**src/design/cflw_pkg.sv**
```systemverilog
// ----------------------------------------------------------------------------
// Circular flash log writer package
// Shared widths, codes and the command and status bundles that pass between
// the controller and the datapath.
// ----------------------------------------------------------------------------
package cflw_pkg;

   localparam int BYTE_W  = 8;
   localparam int SEC_W   = 12;
   localparam int SPAGE_W = 4;
   localparam int ADDR_W  = 24;
   localparam int DATA_W  = 64;
   localparam int IDX_W   = 8;

   // Newline character: closes a page when it ends a string.
   localparam logic [BYTE_W-1:0] NL_CHAR = 8'h0A;

   // Result command codes.
   localparam logic CMD_PROGRAM = 1'b0;
   localparam logic CMD_ERASE   = 1'b1;

   // Register indexes on the configuration port.
   localparam logic [IDX_W-1:0] CSR_FIRST_SECTOR = 8'd0;
   localparam logic [IDX_W-1:0] CSR_LAST_SECTOR  = 8'd1;
   localparam logic [IDX_W-1:0] CSR_START_SECTOR = 8'd2;
   localparam logic [IDX_W-1:0] CSR_START_PAGE   = 8'd3;

   typedef struct packed {
      logic accept;      // take the input beat and store its byte
      logic load_base;   // latch the page base address, clear the word counter
      logic emit_word;   // load one program word into the output register
      logic adv_sector;  // step the sector pointer round the ring
      logic emit_erase;  // load the erase command into the output register
   } cflw_cmd_type;

   typedef struct packed {
      logic flush;       // the beat on offer closes the page
      logic slot_free;   // output register can take a new beat
      logic last_word;   // word counter is on the last word of the page
      logic page_wrap;   // advancing the page pointer wraps the sector
   } cflw_stat_type;

endpackage

```
**src/design/cflw_if.sv**
```systemverilog
// ----------------------------------------------------------------------------
// Circular flash log writer channels
// Valid/ready channels for log bytes, flash commands and register writes.
// ----------------------------------------------------------------------------
interface cflw_req_if import cflw_pkg::*; ();
   logic              valid;
   logic              ready;
   logic [BYTE_W-1:0] text_byte;
   logic              string_end;

   modport source (output valid, output text_byte, output string_end, input ready);
   modport sink   (input valid, input text_byte, input string_end, output ready);
endinterface

interface cflw_rsp_if import cflw_pkg::*; ();
   logic              valid;
   logic              ready;
   logic              command;
   logic [ADDR_W-1:0] flash_address;
   logic [DATA_W-1:0] data_word;
   logic              final_result;

   modport source (output valid, output command, output flash_address,
                   output data_word, output final_result, input ready);
   modport sink   (input valid, input command, input flash_address,
                   input data_word, input final_result, output ready);
endinterface

interface cflw_csr_if import cflw_pkg::*; ();
   logic             valid;
   logic             ready;
   logic [IDX_W-1:0] index;
   logic [SEC_W-1:0] data;

   modport source (output valid, output index, output data, input ready);
   modport sink   (input valid, input index, input data, output ready);
endinterface

```
**src/design/cflw_ram.sv**
```systemverilog
// ----------------------------------------------------------------------------
// Generic single-port-write RAM
// One write port and one read port, read data registered.
// ----------------------------------------------------------------------------
module cflw_ram #(
   parameter int WIDTH = 8,
   parameter int DEPTH = 32
) (
   input  logic                     clock,
   input  logic                     wr_en,
   input  logic [$clog2(DEPTH)-1:0] wr_addr,
   input  logic [WIDTH-1:0]         wr_data,
   input  logic [$clog2(DEPTH)-1:0] rd_addr,
   output logic [WIDTH-1:0]         rd_data
);

   logic [WIDTH-1:0] mem_ff [DEPTH];
   logic [WIDTH-1:0] rd_data_ff;

   always_ff @(posedge clock) begin
      if (wr_en) begin
         mem_ff[wr_addr] <= wr_data;
      end
      rd_data_ff <= mem_ff[rd_addr];
   end

   assign rd_data = rd_data_ff;

endmodule

```
**src/design/cflw_ctrl.sv**
```systemverilog
// ----------------------------------------------------------------------------
// Circular flash log writer controller
// Sequences byte intake, page flush word by word and the sector erase.
// ----------------------------------------------------------------------------
module cflw_ctrl import cflw_pkg::*; (
   input  logic          clock,
   input  logic          reset,
   input  logic          req_valid,
   output logic          req_ready,
   input  cflw_stat_type stat,
   output cflw_cmd_type  cmd
);

   localparam logic [2:0] S_IDLE  = 3'd0;
   localparam logic [2:0] S_BASE  = 3'd1;
   localparam logic [2:0] S_READ  = 3'd2;
   localparam logic [2:0] S_EMIT  = 3'd3;
   localparam logic [2:0] S_ADV   = 3'd4;
   localparam logic [2:0] S_ERASE = 3'd5;

   logic [2:0] state_ff;
   logic [2:0] state_in;

   always_comb begin
      state_in  = state_ff;
      cmd       = '0;
      req_ready = 1'b0;
      unique case (state_ff)
         S_IDLE: begin
            req_ready = 1'b1;
            if (req_valid) begin
               cmd.accept = 1'b1;
               if (stat.flush) begin
                  state_in = S_BASE;
               end
            end
         end
         S_BASE: begin
            cmd.load_base = 1'b1;
            state_in      = S_READ;
         end
         S_READ: begin
            // Page RAM read of the current word is in flight.
            state_in = S_EMIT;
         end
         S_EMIT: begin
            if (stat.slot_free) begin
               cmd.emit_word = 1'b1;
               if (!stat.last_word) begin
                  state_in = S_READ;
               end else if (stat.page_wrap) begin
                  state_in = S_ADV;
               end else begin
                  state_in = S_IDLE;
               end
            end
         end
         S_ADV: begin
            cmd.adv_sector = 1'b1;
            state_in       = S_ERASE;
         end
         S_ERASE: begin
            if (stat.slot_free) begin
               cmd.emit_erase = 1'b1;
               state_in       = S_IDLE;
            end
         end
         default: begin
            state_in = S_IDLE;
         end
      endcase
   end

   always_ff @(posedge clock) begin
      if (reset) begin
         state_ff <= S_IDLE;
      end else begin
         state_ff <= state_in;
      end
   end

endmodule

```
**src/design/cflw_dpath.sv**
```systemverilog
// ----------------------------------------------------------------------------
// Circular flash log writer datapath
// Page buffer in eight byte-lane RAMs, pointers, address generation and the
// output register.
// ----------------------------------------------------------------------------
module cflw_dpath import cflw_pkg::*; #(
   parameter int PAGE_BYTES       = 256,
   parameter int PAGES_PER_SECTOR = 16,
   parameter int SECTOR_BYTES     = 4096
) (
   input  logic              clock,
   input  logic              reset,
   input  cflw_cmd_type      cmd,
   output cflw_stat_type     stat,
   input  logic [BYTE_W-1:0] req_text_byte,
   input  logic              req_string_end,
   input  logic              csr_write,
   input  logic [IDX_W-1:0]  csr_index,
   input  logic [SEC_W-1:0]  csr_data,
   output logic              rsp_valid,
   input  logic              rsp_ready,
   output logic              rsp_command,
   output logic [ADDR_W-1:0] rsp_flash_address,
   output logic [DATA_W-1:0] rsp_data_word,
   output logic              rsp_final_result
);

   localparam int WORDS  = PAGE_BYTES / 8;
   localparam int ROW_W  = $clog2(WORDS);
   localparam int FILL_W = $clog2(PAGE_BYTES + 1);
   localparam int PG_W   = ($clog2(PAGES_PER_SECTOR) > SPAGE_W) ?
                           $clog2(PAGES_PER_SECTOR) : SPAGE_W;
   localparam logic [FILL_W-1:0] FILL_MAX  = FILL_W'(PAGE_BYTES);
   localparam logic [ROW_W-1:0]  ROW_LAST  = ROW_W'(WORDS - 1);
   localparam logic [PG_W:0]     PG_LIMIT  = (PG_W + 1)'(PAGES_PER_SECTOR);
   localparam logic [ADDR_W-1:0] SEC_SCALE = ADDR_W'(SECTOR_BYTES);
   localparam logic [ADDR_W-1:0] PG_SCALE  = ADDR_W'(PAGE_BYTES);

   logic [FILL_W-1:0] fill_ff, fill_in;
   logic [ROW_W-1:0]  word_ff, word_in;
   logic [ADDR_W-1:0] addr_ff, addr_in;
   logic [SEC_W-1:0]  first_ff, first_in;
   logic [SEC_W-1:0]  last_ff, last_in;
   logic [SEC_W-1:0]  sector_ff, sector_in;
   logic [PG_W-1:0]   page_ff, page_in;

   logic              rsp_valid_ff, rsp_valid_in;
   logic              rsp_command_ff, rsp_command_in;
   logic [ADDR_W-1:0] rsp_addr_ff, rsp_addr_in;
   logic [DATA_W-1:0] rsp_data_ff, rsp_data_in;
   logic              rsp_final_ff, rsp_final_in;

   logic              room;
   logic [FILL_W-1:0] fill_next;
   logic [PG_W:0]     page_inc;
   logic [SEC_W-1:0]  sector_inc;
   logic [SEC_W-1:0]  erase_target;
   logic [ADDR_W-1:0] base_addr;
   logic [ADDR_W-1:0] erase_addr;
   logic [DATA_W-1:0] page_word;

   assign room      = (fill_ff < FILL_MAX);
   assign fill_next = room ? fill_ff + FILL_W'(1) : fill_ff;
   assign page_inc  = {1'b0, page_ff} + (PG_W + 1)'(1);
   assign sector_inc = sector_ff + SEC_W'(1);

   assign stat.flush     = req_string_end &&
                           ((fill_next >= FILL_MAX) || (req_text_byte == NL_CHAR));
   assign stat.slot_free = !rsp_valid_ff || rsp_ready;
   assign stat.last_word = (word_ff == ROW_LAST);
   assign stat.page_wrap = (page_inc >= PG_LIMIT);

   assign base_addr    = ADDR_W'(sector_ff) * SEC_SCALE + ADDR_W'(page_ff) * PG_SCALE;
   assign erase_target = (sector_ff == last_ff) ? first_ff : sector_inc;
   assign erase_addr   = ADDR_W'(erase_target) * SEC_SCALE;

   // Eight byte lanes; lane b holds page bytes 8*row+b. Bytes at or past the
   // fill count read as zero.
   for (genvar b = 0; b < 8; b++) begin : g_lane
      logic [BYTE_W-1:0] lane_data;
      logic              lane_we;
      logic              lane_live;

      assign lane_we   = cmd.accept && room && (fill_ff[2:0] == 3'(b));
      assign lane_live = (FILL_W'({word_ff, 3'(b)}) < fill_ff);

      cflw_ram #(
         .WIDTH (BYTE_W),
         .DEPTH (WORDS)
      ) u_lane_ram (
         .clock   (clock),
         .wr_en   (lane_we),
         .wr_addr (ROW_W'(fill_ff >> 3)),
         .wr_data (req_text_byte),
         .rd_addr (word_ff),
         .rd_data (lane_data)
      );

      assign page_word[BYTE_W*b +: BYTE_W] = lane_live ? lane_data : '0;
   end

   always_comb begin
      fill_in   = fill_ff;
      word_in   = word_ff;
      addr_in   = addr_ff;
      first_in  = first_ff;
      last_in   = last_ff;
      sector_in = sector_ff;
      page_in   = page_ff;

      if (csr_write) begin
         unique case (csr_index)
            CSR_FIRST_SECTOR: first_in  = csr_data;
            CSR_LAST_SECTOR:  last_in   = csr_data;
            CSR_START_SECTOR: sector_in = csr_data;
            CSR_START_PAGE:   page_in   = PG_W'(csr_data[SPAGE_W-1:0]);
            default: ;
         endcase
      end

      if (cmd.accept) begin
         fill_in = fill_next;
      end
      if (cmd.load_base) begin
         addr_in = base_addr;
         word_in = '0;
      end
      if (cmd.emit_word) begin
         if (stat.last_word) begin
            fill_in = '0;
            page_in = stat.page_wrap ? '0 : page_inc[PG_W-1:0];
         end else begin
            word_in = word_ff + ROW_W'(1);
            addr_in = addr_ff + ADDR_W'(8);
         end
      end
      if (cmd.adv_sector) begin
         sector_in = (sector_ff >= last_ff) ? first_ff : sector_inc;
      end
   end

   always_comb begin
      rsp_valid_in   = rsp_valid_ff && !rsp_ready;
      rsp_command_in = rsp_command_ff;
      rsp_addr_in    = rsp_addr_ff;
      rsp_data_in    = rsp_data_ff;
      rsp_final_in   = rsp_final_ff;
      if (cmd.emit_word) begin
         rsp_valid_in   = 1'b1;
         rsp_command_in = CMD_PROGRAM;
         rsp_addr_in    = addr_ff;
         rsp_data_in    = page_word;
         rsp_final_in   = stat.last_word && !stat.page_wrap;
      end else if (cmd.emit_erase) begin
         rsp_valid_in   = 1'b1;
         rsp_command_in = CMD_ERASE;
         rsp_addr_in    = erase_addr;
         rsp_data_in    = '0;
         rsp_final_in   = 1'b1;
      end
   end

   always_ff @(posedge clock) begin
      if (reset) begin
         fill_ff      <= '0;
         first_ff     <= '0;
         last_ff      <= '1;
         sector_ff    <= '0;
         page_ff      <= '0;
         rsp_valid_ff <= 1'b0;
      end else begin
         fill_ff      <= fill_in;
         first_ff     <= first_in;
         last_ff      <= last_in;
         sector_ff    <= sector_in;
         page_ff      <= page_in;
         rsp_valid_ff <= rsp_valid_in;
      end
   end

   always_ff @(posedge clock) begin
      word_ff        <= word_in;
      addr_ff        <= addr_in;
      rsp_command_ff <= rsp_command_in;
      rsp_addr_ff    <= rsp_addr_in;
      rsp_data_ff    <= rsp_data_in;
      rsp_final_ff   <= rsp_final_in;
   end

   assign rsp_valid         = rsp_valid_ff;
   assign rsp_command       = rsp_command_ff;
   assign rsp_flash_address = rsp_addr_ff;
   assign rsp_data_word     = rsp_data_ff;
   assign rsp_final_result  = rsp_final_ff;

   // The fill count saturates at one page.
   a_fill_bound: assert property (@(posedge clock) disable iff (reset)
      fill_ff <= FILL_MAX)
      else $error("page fill count beyond one page");

   // The last program word of a page empties the buffer.
   a_flush_clears: assert property (@(posedge clock) disable iff (reset)
      cmd.emit_word && stat.last_word |=> fill_ff == '0)
      else $error("buffer not emptied after flush");

   // An erase is always the closing beat of its item.
   a_erase_final: assert property (@(posedge clock) disable iff (reset)
      cmd.emit_erase |=> rsp_valid_ff && rsp_final_ff && rsp_command_ff == CMD_ERASE)
      else $error("erase beat not presented as final");

endmodule

```
**src/design/circular_flash_log_writer_top.sv**
```systemverilog
// ----------------------------------------------------------------------------
// Circular flash log writer
// Collects log bytes into a flash page and writes full or newline-terminated
// pages as 64-bit program commands, erasing ahead round a ring of sectors.
// ----------------------------------------------------------------------------
// Usage. Log text enters on req_if, one byte per beat, with string_end set on
// the last byte of each string. Flash commands leave on rsp_if: a program of
// eight bytes (little endian, unused page bytes zero) or a sector erase, with
// final_result set on the last beat caused by an input beat. Registers on
// csr_if (first sector, last sector, start sector, start page) are to be
// written by the user only while the block is idle; the block itself does
// not enforce this. csr_if is always ready.
// Sequence. A byte that does not close a page is taken while idle and gives
// no result. A byte that closes a page leads to a page base load, then for
// each program word a page RAM read and an output load, and, when the sector
// wraps, a sector advance and an erase. The flush goes word by word as the
// page RAM has a single read port and the output register holds one word.
// New input is refused until the last beat of a flush has been loaded into
// the output register. Reset clears the page fill, sets the pointers to
// sector 0 page 0 and the ring to sectors 0 to 4095. When the receiver
// stalls, the output register holds its beat and the flush sequence waits.
// ----------------------------------------------------------------------------
module circular_flash_log_writer_top import cflw_pkg::*; #(
   parameter int PAGE_BYTES       = 256,
   parameter int PAGES_PER_SECTOR = 16,
   parameter int SECTOR_BYTES     = 4096
) (
   input logic        clock,
   input logic        reset,
   cflw_req_if.sink   req_if,
   cflw_rsp_if.source rsp_if,
   cflw_csr_if.sink   csr_if
);

   cflw_cmd_type  cmd;
   cflw_stat_type stat;

   // Register writes never stall.
   assign csr_if.ready = 1'b1;

   // The controller owns the input handshake and sequences the datapath.
   cflw_ctrl u_ctrl (
      .clock     (clock),
      .reset     (reset),
      .req_valid (req_if.valid),
      .req_ready (req_if.ready),
      .stat      (stat),
      .cmd       (cmd)
   );

   // The datapath holds the page, the pointers and the output register.
   cflw_dpath #(
      .PAGE_BYTES       (PAGE_BYTES),
      .PAGES_PER_SECTOR (PAGES_PER_SECTOR),
      .SECTOR_BYTES     (SECTOR_BYTES)
   ) u_dpath (
      .clock             (clock),
      .reset             (reset),
      .cmd               (cmd),
      .stat              (stat),
      .req_text_byte     (req_if.text_byte),
      .req_string_end    (req_if.string_end),
      .csr_write         (csr_if.valid),
      .csr_index         (csr_if.index),
      .csr_data          (csr_if.data),
      .rsp_valid         (rsp_if.valid),
      .rsp_ready         (rsp_if.ready),
      .rsp_command       (rsp_if.command),
      .rsp_flash_address (rsp_if.flash_address),
      .rsp_data_word     (rsp_if.data_word),
      .rsp_final_result  (rsp_if.final_result)
   );

endmodule
```
**src/flat_wrapper.sv**
```systemverilog
// flat-port wrapper written by rule: the top's interface ports become plain ports
module circular_flash_log_writer_top_flat import cflw_pkg::*;
#(
   parameter int PAGE_BYTES       = 256,
   parameter int PAGES_PER_SECTOR = 16,
   parameter int SECTOR_BYTES     = 4096
)
  (clock, reset, req_if_valid, req_if_text_byte, req_if_string_end, req_if_ready, rsp_if_valid, rsp_if_command, rsp_if_flash_address, rsp_if_data_word, rsp_if_final_result, rsp_if_ready, csr_if_valid, csr_if_index, csr_if_data, csr_if_ready);
  cflw_req_if req_if_i ();
  cflw_rsp_if rsp_if_i ();
  cflw_csr_if csr_if_i ();
  input logic clock;
  input logic reset;
  input wire logic [$bits(req_if_i.valid)-1:0] req_if_valid;
  input wire logic [$bits(req_if_i.text_byte)-1:0] req_if_text_byte;
  input wire logic [$bits(req_if_i.string_end)-1:0] req_if_string_end;
  output wire logic [$bits(req_if_i.ready)-1:0] req_if_ready;
  output wire logic [$bits(rsp_if_i.valid)-1:0] rsp_if_valid;
  output wire logic [$bits(rsp_if_i.command)-1:0] rsp_if_command;
  output wire logic [$bits(rsp_if_i.flash_address)-1:0] rsp_if_flash_address;
  output wire logic [$bits(rsp_if_i.data_word)-1:0] rsp_if_data_word;
  output wire logic [$bits(rsp_if_i.final_result)-1:0] rsp_if_final_result;
  input wire logic [$bits(rsp_if_i.ready)-1:0] rsp_if_ready;
  input wire logic [$bits(csr_if_i.valid)-1:0] csr_if_valid;
  input wire logic [$bits(csr_if_i.index)-1:0] csr_if_index;
  input wire logic [$bits(csr_if_i.data)-1:0] csr_if_data;
  output wire logic [$bits(csr_if_i.ready)-1:0] csr_if_ready;
  assign req_if_i.valid = req_if_valid;
  assign req_if_i.text_byte = req_if_text_byte;
  assign req_if_i.string_end = req_if_string_end;
  assign req_if_ready = req_if_i.ready;
  assign rsp_if_valid = rsp_if_i.valid;
  assign rsp_if_command = rsp_if_i.command;
  assign rsp_if_flash_address = rsp_if_i.flash_address;
  assign rsp_if_data_word = rsp_if_i.data_word;
  assign rsp_if_final_result = rsp_if_i.final_result;
  assign rsp_if_i.ready = rsp_if_ready;
  assign csr_if_i.valid = csr_if_valid;
  assign csr_if_i.index = csr_if_index;
  assign csr_if_i.data = csr_if_data;
  assign csr_if_ready = csr_if_i.ready;
  circular_flash_log_writer_top #(.PAGE_BYTES(PAGE_BYTES), .PAGES_PER_SECTOR(PAGES_PER_SECTOR), .SECTOR_BYTES(SECTOR_BYTES)) u_core (.clock(clock), .reset(reset), .req_if(req_if_i), .rsp_if(rsp_if_i), .csr_if(csr_if_i));
endmodule
```
**config.mk**
```make
export PLATFORM = sky130hd
export DESIGN_NAME = circular_flash_log_writer_top_flat
export DESIGN_NICKNAME = d
export VERILOG_FILES = /design/src/design/cflw_pkg.sv /design/src/design/cflw_if.sv /design/src/design/cflw_ram.sv /design/src/design/cflw_ctrl.sv /design/src/design/cflw_dpath.sv /design/src/design/circular_flash_log_writer_top.sv /design/src/flat_wrapper.sv
export SDC_FILE = /design/constraint.sdc
export NUM_CORES = 2
export LEC_CHECK = 0
export ABC_AREA = 1
export ABC_CLOCK_PERIOD_IN_PS = 10400
export BUFFER_PORTS_ARGS = -buffer_cell sky130_fd_sc_hd__buf_2
export CAP_MARGIN = 15
export CORE_MARGIN = 10
export CORE_UTILIZATION = 50
export CTS_BUF_LIST = sky130_fd_sc_hd__clkbuf_8
export DETAILED_ROUTE_END_ITERATION = 10
export GPL_ROUTABILITY_DRIVEN = 0
export PLACE_DENSITY = 0.69
export SYNTH_ARGS = -nofsm -noshare
export SYNTH_HDL_FRONTEND = slang
export SYNTH_SLANG_ARGS = --single-unit
```
**constraint.sdc**
```tcl
create_clock -name clock -period 10.4 [get_ports clock]
set_clock_uncertainty 0.1 [all_clocks]
set_input_delay 0.52 -clock clock [delete_from_list [all_inputs] [get_ports clock]]
set_output_delay 0.52 -clock clock [all_outputs]
set_load 0.01 [all_outputs]
```
==> results.sh <==
export IMPL_outcome="finished, final reports clean"
export IMPL_grt_pass1_wl_mm=371
export IMPL_relSlewSlack_pct=18.6
export IMPL_r2r_start="u_core.u_dpath.word_ff[0]"
export IMPL_grt_pass1_vias=57000
export IMPL_synthFlopType="edfxtp_1"
export IMPL_ys_seq_area_share_pct=74.1
export IMPL_synth_common_cells="edfxtp_1, nor2_1, o21ai_0"
export IMPL_drc_errors=0
export IMPL_slowest_delay_ns=0.85
export IMPL_setup_tns_ns=0
export IMPL_antenna_found_initial=11
export IMPL_drt_iter0_markers=8374
export IMPL_wl_per_cell_um=24.7
export IMPL_async_reset_ff_share_pct=0
export IMPL_synth_most_common_cell="edfxtp_1"
export IMPL_place_area_um2=93000
export IMPL_cts_htree_levels=5
export IMPL_reg2regPathDepth=9
export IMPL_core_um2=181000
export IMPL_firstDrtPassIters=8
export IMPL_yosys_register_bits=2284
export IMPL_cp_required_ns=11.23
export IMPL_portBuffers=125
export IMPL_start_util_pct=50.2
export IMPL_clk_pin_slew_ns=0.06
export IMPL_design_die_area_um2=199000
export IMPL_numClockSinks=2284
export IMPL_cellLeakagePower_nw=34.3
export IMPL_root_buffer="clkbuf_8"
export IMPL_worstPathMaxFanout=94
export IMPL_drive_gt1_share_pct=8.82
export IMPL_nNetsFinal=7628
export IMPL_final_period_utilization_pct=41.5
export IMPL_clockBufferDepth=4
export IMPL_rsz0062_at_grt="no"
export IMPL_hold_path_class="input pin to register"
export IMPL_setup_viol=0
export IMPL_fin_util_pct=55.4
export IMPL_cap_violations=0
export IMPL_reg2reg_slack_ns=6.08
export IMPL_crit_path_end="u_core.u_dpath.g_lane[1].u_lane_ram.rd_data[5]"
export IMPL_vias_per_cell=6.00
export IMPL_place_hpwl_mm=142
export IMPL_fmax_ghz=0.232
export IMPL_drt_wl_total_mm=253
export IMPL_final_cells=10200
export IMPL_total_power_mw=17.6
export IMPL_end_kind="register"
export IMPL_die_height_um=446
export IMPL_cts_tree="yes"
export IMPL_tightest_slew_ns=1.22
export IMPL_avgSynthCellArea_um2=12.2
export IMPL_synthTopCellsByArea="edfxtp_1, nor2_1, o21ai_0"
export IMPL_rows=156
export IMPL_syn2layout_area_growth_pct=10.4
export IMPL_finish_instance_area_um2=100000
export IMPL_overflow=0
export IMPL_crit_path_start_kind="register"
export IMPL_synthCells=7405
export IMPL_synthesis_nets=7468
export IMPL_clk_latency_ns=1.03
export IMPL_ys_warn_count=0
export IMPL_numCtsBuffers=374
export IMPL_cp_cell_sequence="buf_4, buf_4, buf_4, o21ai_0, o22ai_1, o21ai_0, nor2_1, nor2_1, nor2_1"
export IMPL_ys_types=37
export IMPL_peakVddDrop_mv=0.144
export IMPL_ios=127
export IMPL_timing_rr_end="u_core.u_dpath.g_lane[1].u_lane_ram.rd_data[5]"
export IMPL_drtAntennaViolNets=0
export IMPL_grtUsageTotal_pct=24.5
export IMPL_finalCriticalPeriod_ns=4.32
export IMPL_yosysTopAreaCellShare_pct=70.9
export IMPL_routed_via_count=61400
export IMPL_die_w_um=446
export IMPL_setup_worst_path_start="u_core.u_dpath.word_ff[0]"
export IMPL_grt_max_degree=216
export IMPL_critPathSlowestCell="buf_4"
export IMPL_synth_edff_count=2140
export IMPL_power_density_nw_per_um2=176
export IMPL_path_class="register to register"
export IMPL_slew_viol_final=0
export IMPL_finalHoldViolations=0
export IMPL_arrival_ns=5.15
export IMPL_synth_top_area_cell="edfxtp_1"
export IMPL_synth_area_um2=90600
export IMPL_dpl_cell_count=9520
==> metrics by stage <==
stage	setup WS, ns	hold WS [ns]
finish	6.08	0.148
global route	5.82	0.167
CTS	6.23	0.107
detailed placement	6.22	0.346
global placement	6.28	0.343
floorplan	5.29	0.329
==> layer usage <==
metal	GRT usage, %	routed length, um	vias to the layer above
met5	0	22	-
met4	9.84	9630	4
met3	5.80	29000	559
met2	36.9	114000	3709
met1	34.5	100000	30000
li1	-	-	27100
==> registers in the layout, summed over array words and instances (netlist names) <==
register and cells:
u_core.u_dpath.word_ff 5, u_core.u_dpath.g_lane.u_lane_ram.rd_data 64, u_core.u_dpath.fill_ff 9, u_core.u_dpath.addr_ff 24, u_core.u_dpath.rsp_final_result 1, u_core.u_dpath.g_lane.u_lane_ram.mem_ff 2048
u_core.u_dpath.page_ff 4, u_core.u_dpath.sector_ff 12, u_core.u_dpath.rsp_data_word 64, u_core.u_dpath.rsp_command 1, u_core.u_dpath.last_ff 12, u_core.u_ctrl.state_ff 3
u_core.u_dpath.rsp_flash_address 24, u_core.u_dpath.rsp_valid 1, u_core.u_dpath.first_ff 12
==> repair_timing <==
action,CTS,global route
buffers inserted,0,0
endpoints found under the hold margin,632,0
hold buffers,36,0
setup endpoints to repair,0,0
resized for setup,0,0
==> layout by cell type (no fill, tap or decap), types with 4 or more instances in the layout <==
cell type,Yosys,layout
edfxtp_1,2140,2140
nor2_1,1692,1690
o21ai_0,1102,1102
nand2_1,607,606
clkbuf_8,0,400
inv_1,204,355
o22ai_1,352,352
nand3_1,301,301
dfxtp_1,144,140
buf_2,90,117
a21oi_1,101,101
o211ai_1,99,99
buf_4,38,95
clkinv_1,4,63
o221ai_1,47,47
dlygate4sd3_1,0,36
clkinv_2,0,30
o21ai_1,29,29
ha_1,29,29
nand4_1,18,18
nor3_1,16,16
diode_2,0,14
xor2_1,14,14
buf_8,1,8
a22oi_1,6,6
clkinvlp_4,0,6
buf_12,0,5
bufinv_16,0,4
dfxtp_4,0,4
==> worst min-delay path by stage <==
| stage | end | cells after the start | from | slack [ns] |
|---|---|---|---|---|
| 2_1_floorplan | u_core.u_dpath.last_ff[11] | 2 | u_core.u_dpath.last_ff[11] | 0.33 |
| 3_3_place_gp | u_core.u_dpath.last_ff[9] | 2 | u_core.u_dpath.last_ff[9] | 0.34 |
| 3_5_place_dp | u_core.u_dpath.last_ff[9] | 2 | u_core.u_dpath.last_ff[9] | 0.35 |
| 4_1_cts | u_core.u_dpath.page_ff[1] | 7 | csr_if_index[3] | 0.11 |
| 5_1_grt | u_core.u_dpath.last_ff[3] | 5 | csr_if_valid | 0.17 |
| 6_report | u_core.u_dpath.last_ff[0] | 5 | csr_if_valid | 0.15 |
==> where the power goes <==
group / switching [mW] / internal [mW] / leakage [nW]
Combinational: 0.363 / 0.0959 / 9.85
Sequential: 0.0355 / 10.1 / 20.5
Clock: 3.45 / 3.62 / 3.97
Total: 3.85 / 13.8 / 34.3
==> kinds of logic after synthesis <==
group / count (synthesis) / share of synthesized area [%]
other: 1 / 0.00414
adders and majority gates: 29 / 0.400
and+or+nand+nor: 2640 / 11.4
xor gates and xnor gates: 17 / 0.164
AOI/OAI and AO/OA: 1744 / 10.6
buffers and inverters: 690 / 3.25
DFF: 2284 / 74.1
==> cell type report <==
cell class,count,area (um2)
antenna,14,35.0
clock buffer,400,5510
clock inverter,256,1130
fill,14600,80500
inverter,211,823
multi-input combinational,4431,20500
sequential,2284,67200
tap,2370,2970
timing repair buffer,263,1920
==> worst max-delay path: cells and delay by family, from the launching register on <==
family / cells / cell delay, ns
buffers and inverters: 3 / 2.46
DFF: 1 / 0.59
and+or+nand+nor: 3 / 0.50
AOI/OAI and AO/OA: 3 / 0.48
Power figures use the tool's default switching activity.
